==> config.mk <==
export PLATFORM = sky130hd
export DESIGN_NAME = key_sorter
export DESIGN_NICKNAME = d
export VERILOG_FILES = /design/src/hw/rtl/ks_pkg.sv /design/src/hw/rtl/key_sorter.sv /design/src/hw/rtl/ks_cell.sv
export VERILOG_INCLUDE_DIRS = /design/src /design/src/hw/rtl
export SDC_FILE = /design/constraint.sdc
export NUM_CORES = 2
export LEC_CHECK = 0
export BUFFER_PORTS_ARGS = -buffer_cell sky130_fd_sc_hd__buf_2
export CAP_MARGIN = 25
export CORE_MARGIN = 2
export CORE_UTILIZATION = 65
export CTS_CLUSTER_SIZE = 12
export DETAILED_ROUTE_END_ITERATION = 12
export HOLD_SLACK_MARGIN = 0.15
export PLACE_DENSITY_LB_ADDON = 0.15
export SYNTH_ARGS = -nofsm -noshare
export SYNTH_HDL_FRONTEND = slang
export SYNTH_SLANG_ARGS = --single-unit
==> constraint.sdc <==
create_clock -name clk -period 10.2 [get_ports clk]
set_input_delay 3.06 -clock clk [delete_from_list [all_inputs] [get_ports clk]]
set_output_delay 3.06 -clock clk [all_outputs]
set_load 0.1 [all_outputs]
==> src/hw/rtl/key_sorter_defines.svh <==
// Assertion macros for the key sorter.
`ifndef KEY_SORTER_DEFINES_SVH
`define KEY_SORTER_DEFINES_SVH

// Same-cycle implication, disabled in reset.
`define KS_ASSERT_IMP(lbl, ante, cons, msg) \
  lbl: assert property (@(posedge clk) disable iff (!rst_n) (ante) |-> (cons)) \
    else $error(msg);

// Next-cycle implication, disabled in reset.
`define KS_ASSERT_NXT(lbl, ante, cons, msg) \
  lbl: assert property (@(posedge clk) disable iff (!rst_n) (ante) |=> (cons)) \
    else $error(msg);

`endif

==> src/hw/rtl/ks_pkg.sv <==
// Shared types and constants of the key sorter.
package ks_pkg;

  localparam int KS_CAPACITY = 32;
  localparam int KS_KEY_W    = 32;

  typedef struct packed {
    logic signed [KS_KEY_W-1:0] key;
    logic                       is_last;
  } ks_in_t;

  typedef struct packed {
    logic signed [KS_KEY_W-1:0] sorted_key;
    logic                       end_of_set;
    logic                       overflowed;
  } ks_out_t;

  typedef struct packed {
    logic load;
    logic drain;
  } ks_ctrl_t;

endpackage

==> src/hw/rtl/key_sorter.sv <==
// Top level of the key sorter: a chain of insertion cells and the result register.
// Keys are taken one per cycle and inserted in ascending signed order into a chain
// of CAPACITY cells; each cell compares its key with the broadcast new key and
// either keeps it, takes the new key, or takes its left neighbor's key. Keys that
// arrive with the chain full are dropped and flag overflowed on the whole set. Once
// the key with is_last is transferred, draining_r is set; the chain then shifts
// toward cell 0 and emits one result per cycle (n results for n held keys, slower
// only when the output stalls); in_stall is high during that drain. The result
// register lets a new set start while the final result of the previous set still
// waits.
module key_sorter #(
  parameter int CAPACITY = ks_pkg::KS_CAPACITY
) (
  input  logic            clk,
  input  logic            rst_n,
  input  logic            in_valid,
  output logic            in_stall,
  input  ks_pkg::ks_in_t  in_data,
  output logic            out_valid,
  input  logic            out_stall,
  output ks_pkg::ks_out_t out_data
);
  import ks_pkg::*;
  `include "key_sorter_defines.svh"

  logic signed [KS_KEY_W-1:0] key_w [CAPACITY];
  logic [CAPACITY-1:0]        valid_w;
  logic [CAPACITY-1:0]        gt_w;

  ks_ctrl_t ctrl;
  logic     in_xfer, full, step;

  logic    draining_r, draining_nxt;
  logic    ovf_r, ovf_nxt;
  logic    out_valid_r, out_valid_nxt;
  ks_out_t out_data_r, out_data_nxt;

  assign full     = valid_w[CAPACITY-1];
  assign in_stall = draining_r;
  assign in_xfer  = in_valid && !in_stall;
  assign step     = draining_r && (!out_valid_r || !out_stall);

  assign ctrl.load  = in_xfer && !full;
  assign ctrl.drain = step;

  genvar i;
  generate
    for (i = 0; i < CAPACITY; i++) begin : g_cell
      logic signed [KS_KEY_W-1:0] lk, rk;
      logic                       lv, lg, rv;
      if (i == 0) begin : g_first
        assign lk = in_data.key;
        assign lv = 1'b0;
        assign lg = 1'b0;
      end else begin : g_mid
        assign lk = key_w[i-1];
        assign lv = valid_w[i-1];
        assign lg = gt_w[i-1];
      end
      if (i == CAPACITY - 1) begin : g_last
        assign rk = '0;
        assign rv = 1'b0;
      end else begin : g_inner
        assign rk = key_w[i+1];
        assign rv = valid_w[i+1];
      end
      ks_cell u_cell (
        .clk        (clk),
        .rst_n      (rst_n),
        .ctrl       (ctrl),
        .new_key    (in_data.key),
        .left_key   (lk),
        .left_valid (lv),
        .left_gt    (lg),
        .right_key  (rk),
        .right_valid(rv),
        .key        (key_w[i]),
        .valid      (valid_w[i]),
        .gt         (gt_w[i])
      );
    end
  endgenerate

  always_comb begin
    draining_nxt  = draining_r;
    ovf_nxt       = ovf_r;
    out_valid_nxt = out_valid_r;
    out_data_nxt  = out_data_r;
    if (out_valid_r && !out_stall) begin
      out_valid_nxt = 1'b0;
    end
    if (in_xfer) begin
      if (full) begin
        ovf_nxt = 1'b1;
      end
      if (in_data.is_last) begin
        draining_nxt = 1'b1;
      end
    end
    if (step) begin
      out_valid_nxt           = 1'b1;
      out_data_nxt.sorted_key = key_w[0];
      out_data_nxt.end_of_set = !valid_w[1];
      out_data_nxt.overflowed = ovf_r;
      if (!valid_w[1]) begin
        draining_nxt = 1'b0;
        ovf_nxt      = 1'b0;
      end
    end
  end

  always_ff @(posedge clk) begin
    if (!rst_n) begin
      draining_r  <= 1'b0;
      ovf_r       <= 1'b0;
      out_valid_r <= 1'b0;
    end else begin
      draining_r  <= draining_nxt;
      ovf_r       <= ovf_nxt;
      out_valid_r <= out_valid_nxt;
    end
    out_data_r <= out_data_nxt;
  end

  assign out_valid = out_valid_r;
  assign out_data  = out_data_r;

  `KS_ASSERT_IMP(a_drain_has_key, draining_r, valid_w[0], "drain with empty head cell")
  `KS_ASSERT_IMP(a_valid_packed, 1'b1, ((valid_w + 1'b1) & valid_w) == '0,
                 "hole in cell chain")
  `KS_ASSERT_NXT(a_last_starts_drain, in_xfer && in_data.is_last, draining_r && valid_w[0],
                 "flagged key did not start drain")
  `KS_ASSERT_NXT(a_end_stops_drain, step && !valid_w[1], !draining_r && !ovf_r,
                 "drain ran past end of set")

endmodule

==> src/hw/rtl/ks_cell.sv <==
// One cell of the sorting chain: holds one key and its valid bit.
module ks_cell (
  input  logic                               clk,
  input  logic                               rst_n,
  input  ks_pkg::ks_ctrl_t                   ctrl,
  input  logic signed [ks_pkg::KS_KEY_W-1:0] new_key,
  input  logic signed [ks_pkg::KS_KEY_W-1:0] left_key,
  input  logic                               left_valid,
  input  logic                               left_gt,
  input  logic signed [ks_pkg::KS_KEY_W-1:0] right_key,
  input  logic                               right_valid,
  output logic signed [ks_pkg::KS_KEY_W-1:0] key,
  output logic                               valid,
  output logic                               gt
);
  import ks_pkg::*;

  logic signed [KS_KEY_W-1:0] key_r, key_nxt;
  logic                       valid_r, valid_nxt;

  // Empty cells act as +infinity so the new key lands before every empty cell.
  assign gt = !valid_r || (key_r > new_key);

  always_comb begin
    key_nxt   = key_r;
    valid_nxt = valid_r;
    if (ctrl.load) begin
      if (gt) begin
        if (left_gt) begin
          key_nxt   = left_key;
          valid_nxt = left_valid;
        end else begin
          key_nxt   = new_key;
          valid_nxt = 1'b1;
        end
      end
    end else if (ctrl.drain) begin
      key_nxt   = right_key;
      valid_nxt = right_valid;
    end
  end

  always_ff @(posedge clk) begin
    if (!rst_n) begin
      valid_r <= 1'b0;
    end else begin
      valid_r <= valid_nxt;
    end
    key_r <= key_nxt;
  end

  assign key   = key_r;
  assign valid = valid_r;

endmodule

==> summary.md <==
| Metric | Value |
|---|---|
| Status | `complete, no violations` |
| Synth Flop Type | `edfxtp_1` |
| Syn Area/Cell | `9.920 µm²` |
| WS Path Type | `in -> reg` |
| Worst setup EP type | `register` |
| Max Fclk | `0.1328 GHz` |
| DRT antenna net count | `0` |
| Worst EP arrival | `7950 ps` |
| Critical Path RT | `10,620 ps` |
| Hold buffers post-CTS | `0` |
| Initial antenna violation count | `24` |
| Postcts setup bufs | `0` |
| Worst path max stage delay | `590 ps` |
| Final Max Slew Viols | `0` |
| Worst-margin pin slew | `1172 ps` |
| DIE AREA | `117,600 µm²` |
| Syn_nets | `8,556` |
| CP cell instances | `buf_2, inv_2, buf_4, ha_1, o211ai_1, a2111oi_0, or4b_1, a211oi_1, nor2_4, buf_4, nand2_1, nand2_1, buf_4` |
| Family with the most delay on the worst path | `buffers and inverters` |
| RSZ-0062 raised after global routing | `no` |
| Final Hold Viols | `0` |
| CTS buffer count | `130` |
| Area of the core | `114,200 µm²` |
| Max-slew headroom | `21.17%` |
| MaxCap Viol Count | `0` |
| CTS tree | `built` |
| Post-CTS sizing | `0` |
| Clock root buffer | `clkbuf_16` |
| Drt wl/cell | `31.21 µm` |
| P per Cell Area | `215.0 nW/µm²` |
| CTS clk-pin slew, worst paths | `60 ps` |
| Fin crit period | `7529 ps` |
| Hold crit path type | `reg -> reg` |
| Remaining routing DRC violations | `0` |
| HPWL after DPL | `193,200 µm` |
| Leakage | `31.56 nW` |
| Vias | `67,470` |
| Slowest cell on the critical path | `nand2_1` |
| Tcrit/Tclk final | `73.81%` |
| Top cell type's share of synthesized area | `42.55%` |
| Synth warnings | `0` |
| Post-Layout Inst Area | `80,790 µm²` |
| Synth cell types | `69` |
| Global-route wire length before repair | `410,800 µm` |
| Most frequent CP cell | `buf_4` |
| Global route total overflow | `0` |
| Clk Latency, worst-skew pair | `770 ps` |
| Sequential share of the synthesized area | `43.49%` |
| Most instantiated cells after synthesis | `nand2_1 (1,197), edfxtp_1 (1,058), ha_1 (992)` |
| Reg2Reg Setup Slack | `5780 ps` |
| Post-Route WL | `280,800 µm` |
| Synth area leaders | `edfxtp_1 (43%), ha_1 (17%), o211ai_1 (7.7%)` |
| Drt pass-1 iters | `10` |
| DRT iter0 DRCs | `11,450` |
| Max Clock Skew | `23.94 ps` |
| Worst path bufs/invs | `5` |
| Element type at the critical path start | `primary input` |
| Die Height | `342.9 µm` |
| GP Congestion | `1.022` |
| Top-count cell post-synth | `nand2_1` |
| Post-synthesis cell count | `7,527` |
| Worst-path maximum fanout | `65` |
| Clk buf depth | `3` |
| FP Rows | `124` |
| FFs w/ async S/R, synth | `0%` |
| Hold Slack | `440.5 ps` |
| H-tree depth | `4` |
| Peak VDD IR | `0.0001749 V` |
| I/O Pins | `73` |
| Final core occ | `70.75%` |
| Layout area overhead | `8.197%` |
| Layout cells sized above 1 | `7.012%` |
| Vias in the first global route | `63,950` |
| Die W | `342.9 µm` |
| Port-buffer cells | `72` |
| Total Routing Usage GR | `46.93%` |
| # setup viols final | `0` |
| Fin Setup TNS | `0 ps` |
| Yosys reg bits | `1,093` |
| Via density per instance | `7.500` |
| Nets | `8,396` |
| Synthesized area | `74,670 µm²` |
| Largest net degree at the start of global routing | `222` |
| Area after DPL | `76,370 µm²` |
| Synth area leader | `edfxtp_1` |
| Initial Util | `65.39%` |
| EDFF count, synth | `1,058` |
| CTS Sinks | `1,093` |
## logic make-up after synthesis
kind of cell               count (synthesis)  share of synthesized area (%)
and+or+nand+nor                         2688                          16.42
AOI/OAI and AO/OA                       1854                          16.47
DFF                                     1093                          43.49
adders and majority gates                992                          16.62
buffers and inverters                    641                          3.527
muxes                                    258                          3.459
xor gates and xnor gates                   1                        0.01173
## final timing paths
kind,startpoint,endpoint,depth (start not counted)
hold reg to reg,ovf_r,out_data[0],0
hold / removal,ovf_r,out_data[0],0
setup / recovery,in_data[3],g_cell[13].u_cell.key[9],13
setup reg to reg,g_cell[0].u_cell.key[14],g_cell[0].u_cell.key[14],11
## metal layers
metal | GRT usage, % | wire length, µm | part of all wire (%) | vias up
li1 | - | - | - | 28750
met1 | 63.08 | 101800 | 36 | 31770
met2 | 63.45 | 111300 | 40 | 5836
met3 | 19.95 | 49260 | 18 | 1076
met4 | 26.13 | 18300 | 6.5 | 30
met5 | 0.2404 | 209 | 0.074 | -
## metrics by stage
step                      total power, mW  setup slack [ps]  instances
after floorplan                     10.43              2012       7527
after global placement              12.15              2037       8730
after detailed placement            12.40              2142       8736
after CTS                           17.03              2926       8974
after global routing                18.00              2734       8985
final                               17.37              2671       8995
## area by class of cell
cell class,count,area [µm²]
multi-input cells,5793,39990
fillers,8557,33400
flip-flops and latches,1093,32470
clock buffers,193,3855
well taps,1512,1892
repair buffers,235,1787
inverters,114,427.9
clock inverters,45,344.1
diodes,10,25.02
## cells in the final DEF (no fill, tap or decap), types with 29 or more instances in the layout
master and count:
nand2_1 1175, edfxtp_1 1058, ha_1 992, nand3_1 814, o211ai_1 762, a21oi_1 502
mux2i_1 258, nand4_1 222, nor2_1 220, o21ai_0 194, clkbuf_16 142, buf_4 139
a21o_1 115, inv_1 81, buf_2 81, a211oi_1 64, nor4_1 53, nor3_1 49
nor2b_1 48, o221ai_1 41, clkbuf_1 40, dfxtp_1 35, inv_2 33, o21ai_1 29
## flip-flops by register name, summed over array words and instances, names as in the netlist
name and flops:
ovf_r 1, g_cell.u_cell.key 1024, out_data 34, in_stall 1
g_cell.u_cell.valid 32, out_valid 1
## power by group
| group | leakage, nW | total (mW) | switching [mW] | internal, mW |
|---|---|---|---|---|
| logic | 18.8 | 5.22 | 3.40 | 1.82 |
| clock network | 2.07 | 4.71 | 1.97 | 2.74 |
| registers | 10.7 | 7.44 | 1.13 | 6.31 |
| total | 31.6 | 17.4 | 6.50 | 10.9 |
Power figures use the tool's default switching activity.
